### src/rtl/nct_pkg.sv
// shared types and constants of the nearest centroid tracker
package nct_pkg;

   localparam int COORD_W    = 20;
   localparam int THR_W      = 19;
   localparam int WGT_W      = 9;
   localparam int CSR_IDX_W  = 2;
   localparam int CSR_DATA_W = 19;

   // distance arithmetic
   localparam int DIFF_W  = COORD_W + 1;
   localparam int SQ_W    = 2 * DIFF_W;
   localparam int D2_W    = SQ_W;
   localparam int THR2_W  = 2 * THR_W;

   // blend arithmetic
   localparam int WS_W        = WGT_W + 1;
   localparam int PROD_W      = WS_W + DIFF_W;
   localparam int SUM_W       = PROD_W + 1;
   localparam int BLEND_SHIFT = 8;

   localparam logic [THR_W-1:0] THR_RESET = 19'd102;
   localparam logic [WGT_W-1:0] WGT_RESET = 9'd205;
   localparam logic [WGT_W-1:0] WGT_FULL  = 9'd256;

   typedef logic signed [COORD_W-1:0] coord_type;

   typedef struct packed {
      logic      cmd;
      coord_type pos_x;
      coord_type pos_y;
      coord_type pos_z;
   } req_type;

   typedef enum logic [2:0] {
      ACT_MERGED   = 3'd0,
      ACT_APPENDED = 3'd1,
      ACT_DROPPED  = 3'd2,
      ACT_CLEARED  = 3'd3,
      ACT_SKIPPED  = 3'd4
   } action_type;

   typedef struct packed {
      action_type  action;
      logic [5:0]  entry_index;
      logic [6:0]  entry_count;
   } rsp_type;

   typedef struct packed {
      coord_type x;
      coord_type y;
      coord_type z;
   } entry_type;

   typedef enum logic [CSR_IDX_W-1:0] {
      CSR_THRESHOLD = 2'd0,
      CSR_WEIGHT    = 2'd1,
      CSR_ENABLED   = 2'd2
   } csr_index_type;

   typedef enum logic [3:0] {
      S_IDLE,
      S_SCAN,
      S_DRAIN,
      S_DECIDE,
      S_APPEND,
      S_BLEND_RD,
      S_BLEND_DIFF,
      S_BLEND_MUL,
      S_BLEND_WR
   } state_type;

   // controller to datapath
   typedef struct packed {
      logic       accept;
      logic       scan_init;
      logic       scan_rd;
      logic       best_rd;
      logic       blend_diff;
      logic       blend_mul;
      logic       merge_wr;
      logic       append_wr;
      logic       count_clr;
      logic       finish;
      action_type action;
   } cmd_type;

   // datapath to controller
   typedef struct packed {
      logic scan_last;
      logic pipe_busy;
      logic match;
      logic full;
      logic empty;
   } status_type;

endpackage

### src/rtl/nct_ctrl.sv
// sequencing state machine of the nearest centroid tracker
module nct_ctrl (
   input  logic                 clock,
   input  logic                 reset,
   input  logic                 start,
   input  logic                 req_cmd,
   input  logic                 enabled,
   input  nct_pkg::status_type  status_i,
   output logic                 busy,
   output logic                 rsp_valid,
   output nct_pkg::cmd_type     cmd_o
);

   nct_pkg::state_type state_ff, state_in;
   logic               rsp_valid_ff;

   always_ff @(posedge clock) begin
      if (reset) begin
         state_ff     <= nct_pkg::S_IDLE;
         rsp_valid_ff <= 1'b0;
      end else begin
         state_ff     <= state_in;
         rsp_valid_ff <= cmd_o.finish;
      end
   end

   always_comb begin
      state_in = state_ff;
      cmd_o    = '0;
      cmd_o.action = nct_pkg::ACT_MERGED;
      unique case (state_ff)
         nct_pkg::S_IDLE: begin
            if (start) begin
               cmd_o.accept = 1'b1;
               priority if (req_cmd) begin
                  cmd_o.count_clr = 1'b1;
                  cmd_o.finish    = 1'b1;
                  cmd_o.action    = nct_pkg::ACT_CLEARED;
               end else if (!enabled) begin
                  cmd_o.finish = 1'b1;
                  cmd_o.action = nct_pkg::ACT_SKIPPED;
               end else if (status_i.empty) begin
                  state_in = nct_pkg::S_APPEND;
               end else begin
                  cmd_o.scan_init = 1'b1;
                  state_in        = nct_pkg::S_SCAN;
               end
            end
         end
         nct_pkg::S_SCAN: begin
            cmd_o.scan_rd = 1'b1;
            if (status_i.scan_last) begin
               state_in = nct_pkg::S_DRAIN;
            end
         end
         nct_pkg::S_DRAIN: begin
            if (!status_i.pipe_busy) begin
               state_in = nct_pkg::S_DECIDE;
            end
         end
         nct_pkg::S_DECIDE: begin
            priority if (status_i.match) begin
               state_in = nct_pkg::S_BLEND_RD;
            end else if (status_i.full) begin
               cmd_o.finish = 1'b1;
               cmd_o.action = nct_pkg::ACT_DROPPED;
               state_in     = nct_pkg::S_IDLE;
            end else begin
               cmd_o.append_wr = 1'b1;
               cmd_o.finish    = 1'b1;
               cmd_o.action    = nct_pkg::ACT_APPENDED;
               state_in        = nct_pkg::S_IDLE;
            end
         end
         nct_pkg::S_APPEND: begin
            cmd_o.append_wr = 1'b1;
            cmd_o.finish    = 1'b1;
            cmd_o.action    = nct_pkg::ACT_APPENDED;
            state_in        = nct_pkg::S_IDLE;
         end
         nct_pkg::S_BLEND_RD: begin
            cmd_o.best_rd = 1'b1;
            state_in      = nct_pkg::S_BLEND_DIFF;
         end
         nct_pkg::S_BLEND_DIFF: begin
            cmd_o.blend_diff = 1'b1;
            state_in         = nct_pkg::S_BLEND_MUL;
         end
         nct_pkg::S_BLEND_MUL: begin
            cmd_o.blend_mul = 1'b1;
            state_in        = nct_pkg::S_BLEND_WR;
         end
         nct_pkg::S_BLEND_WR: begin
            cmd_o.merge_wr = 1'b1;
            cmd_o.finish   = 1'b1;
            cmd_o.action   = nct_pkg::ACT_MERGED;
            state_in       = nct_pkg::S_IDLE;
         end
         default: begin
            state_in = nct_pkg::S_IDLE;
         end
      endcase
   end

   assign busy      = (state_ff != nct_pkg::S_IDLE);
   assign rsp_valid = rsp_valid_ff;

   // a result never leaves while distance reads are still in flight
   a_finish_after_drain: assert property (@(posedge clock) disable iff (reset)
      cmd_o.finish |-> !status_i.pipe_busy)
      else $error("result issued with scan pipeline busy");

   // a scan only runs over a table that holds entries
   a_scan_nonempty: assert property (@(posedge clock) disable iff (reset)
      (state_ff == nct_pkg::S_SCAN) |-> !status_i.empty)
      else $error("scan over empty table");

   // after an accepted request either its result shows or work goes on
   a_accept_progress: assert property (@(posedge clock) disable iff (reset)
      (start && !busy) |=> (rsp_valid_ff || (state_ff != nct_pkg::S_IDLE)))
      else $error("accepted request lost");

endmodule

### config.mk
export PLATFORM = sky130hd
export DESIGN_NAME = nct_ctrl
export DESIGN_NICKNAME = d
export VERILOG_FILES = /design/src/rtl/nct_pkg.sv /design/src/rtl/nct_ctrl.sv
export SDC_FILE = /design/constraint.sdc
export NUM_CORES = 1
export LEC_CHECK = 0
export BUFFER_PORTS_ARGS = -buffer_cell sky130_fd_sc_hd__buf_2
export CAP_MARGIN = 40
export CORE_AREA = 3 3 40 42
export DETAILED_ROUTE_END_ITERATION = 8
export DIE_AREA = 0 0 43 45
export GPL_ROUTABILITY_DRIVEN = 0
export SYNTH_ARGS = -nofsm -noshare
export SYNTH_HDL_FRONTEND = slang
export SYNTH_SLANG_ARGS = --single-unit
### constraint.sdc
create_clock -name clock -period 1.8 [get_ports clock]
set_clock_uncertainty 0.15 [all_clocks]
set_input_delay 0.36 -clock clock [delete_from_list [all_inputs] [get_ports clock]]
set_output_delay 0.36 -clock clock [all_outputs]
set_load 0.02 [all_outputs]
==> impl_metrics.tcl <==
set metrics [dict create \
    cp_top_family "flip-flops" \
    ys_seq_area_frac 0.234 \
    syn_inst 56 \
    yosysTopAreaCellShare 0.234 \
    antenna_found_initial 0 \
    drcViolationCount 0 \
    ant_nets 0 \
    detailed_place_hpwl_um 938 \
    portBuffers 24 \
    yosysUniqueCellTypes 32 \
    drt_pre_antenna_iters 2 \
    ctsHoldBuffers 0 \
    rsz0062_at_grt "yes" \
    finalPower_w 0.000977 \
    vdd_ir_drop_max_v 0.000514 \
    filler_cell_count 120 \
    worstPathCellList "buf_12 -> nor3b_4 -> a32oi_2 -> o21ai_1 -> buf_4" \
    pwr_density_cell_mw_per_mm2 1240 \
    post-route-period-util 1.05 \
    synth_warnings 0 \
    place_area_um2 603 \
    yosys-top-cells-count "6 x inv_1, 5 x dfxtp_1, 4 x nand2_1, 4 x nor3_1" \
    stdcell_area_um2 791 \
    synth_area_um2 428 \
    end_kind "output port" \
    yosysMostFrequentCell "inv_1" \
    violations "setup timing" \
    clockBufferDepth 2 \
    ys_ff_latch 5 \
    hold_viol 0 \
    synth_edf_count 0 \
    relSlewSlack 0.688 \
    cp_num_buf_inv 2 \
    max_slew.worst_pin.slew_ns 0.467 \
    fin_nets 101 \
    num_io_pins 25 \
    syn-num-nets 66 \
    synth_ff_type "dfxtp_1" \
    avgSynthCellArea_um2 7.64 \
    numCtsBuffers 3 \
    clk_pin_slew_ns 0.04 \
    grt_max_degree 13 \
    max_freq_mhz 531 \
    crit_required_ns 1.29 \
    grt_pass1_vias 504 \
    hold_class "in2reg" \
    slowest_delay_ns 0.34 \
    start_util 0.333 \
    synthTopCellsByArea "dfxtp_1 23%, inv_1 5.3%, nor3_1 4.7%" \
    rows 13 \
    max-cap-violations 0 \
    grt_pass1_wl_um 2170 \
    first_iter_violations 4 \
    chipHeight_um 45 \
    outcome "finished, violations left" \
    grt_overflow 0 \
    leakage_nw 0.396 \
    cts.sinks 5 \
    crit_type "reg2out" \
    critPathMaxFanout 12 \
    min_period_ns 1.88 \
    cts_tree "done" \
    die-area_mm2 0.00194 \
    design.core.area_mm2 0.00128 \
    vias 530 \
    cts_root_buf "clkbuf_4" \
    fp.dieW_um 43 \
    clk_latency_ns 0.24 \
    drive_gt1_frac 0.633 \
    yosysTopAreaCell "dfxtp_1" \
    htree_levels 1 \
    arrival_ns 1.37 \
    drt_wl_total_um 1380 \
    area.growth.synth_to_final_pct 84.8 \
    setup_viol 5 \
    viasPerCell 5.05 \
    worst_slack_ns -0.0827 \
    diodes 0 \
    cp_slowest_cell "dfxtp_2" \
    wl_per_cell_um 13.2 \
    track_usage 0.149 \
    cp-start-kind "register" \
    final_core_util 0.615 \
    finalSetupTns_ns -0.263 \
    synthArstFlopShare 0 \
    finalMaxSlewViolations 0 \
]
==> per-layer routing <==
layer | vias up | global-route usage | wire [um]
li1 | 272 | - | -
met1 | 242 | 0.186 | 583
met2 | 16 | 0.257 | 731
met3 | 0 | 0.0518 | 68
met4 | 0 | 0.0181 | 0
met5 | - | 0 | 0
==> area by class of cell <==
cell class / instances / area (um^2) / area share
inverters: 7 / 26.3 / 0.0332
repair buffers: 34 / 251 / 0.318
well taps: 15 / 18.8 / 0.0237
flip-flops and latches: 5 / 113 / 0.142
multi-input cells: 40 / 355 / 0.449
clock buffers: 4 / 26.3 / 0.0332
==> layout by cell type, fill, tap and decap left out, drive strengths merged <==
cell | netlist | routed
a32oi | 2 | 2
nand2 | 4 | 4
nor4b | 2 | 2
xnor2 | 1 | 1
o22ai | 2 | 2
nor2 | 2 | 2
nor4bb | 1 | 1
dfxtp | 5 | 5
nand3 | 2 | 2
o21ai | 2 | 2
nor4 | 3 | 3
and3 | 2 | 2
and3b | 1 | 1
a21oi | 2 | 2
buf | 3 | 34
and2b | 2 | 2
nor3 | 4 | 4
nand3b | 1 | 1
inv | 7 | 7
or3 | 1 | 1
a211oi | 1 | 1
a2bb2oi | 1 | 1
clkbuf | 1 | 4
nor3b | 1 | 1
a2111oi | 1 | 1
nand2b | 2 | 2
==> per-stage QoR <==
stage,hold slack (ns),cells,setup slack (ns)
after detailed placement,0.460,98,0.0201
after global routing,0.195,105,-0.156
after global placement,0.455,98,0.0524
final,0.191,105,-0.0827
after floorplan,0.287,56,-0.0106
after CTS,0.188,105,-0.0566
==> state kept, by name, indices dropped and copies added (netlist names) <==
register	cells
state_ff	4
rsp_valid	1
==> timing repair <==
action,4_1_cts,5_1_grt
endpoints found under the setup margin,10,11
hold endpoints to repair,0,0
pin swaps,7,5
gates resized for setup,26,12
buffers inserted,3,0
==> report_power, final <==
| part | total [W] | internal (W) | leakage [nW] | switching (W) |
|---|---|---|---|---|
| sequential | 0.000185 | 0.000141 | 0.0435 | 0.0000438 |
| combinational | 0.000660 | 0.000331 | 0.338 | 0.000329 |
| clock | 0.000131 | 0.0000839 | 0.0150 | 0.0000475 |
==> path summary, 6_finish.rpt <==
check        slack, ns     endpoint        start  cells after the start
min reg2reg       0.45  state_ff[0]  state_ff[3]                      3
min               0.19  state_ff[1]        reset                      2
max reg2reg       0.21  state_ff[2]  state_ff[1]                      4
max              -0.08     cmd_o[0]  state_ff[2]                      5
==> cells by family after synthesis <==
logic type | count (synthesis) | synth area share
XOR/XNOR | 1 | 0.0205
flip-flops | 5 | 0.234
AO/OA/AOI/OAI | 11 | 0.193
AND/OR/NAND/NOR | 28 | 0.427
buffers and inverters | 11 | 0.126
Note: power is estimated with default switching activity, not from simulation.
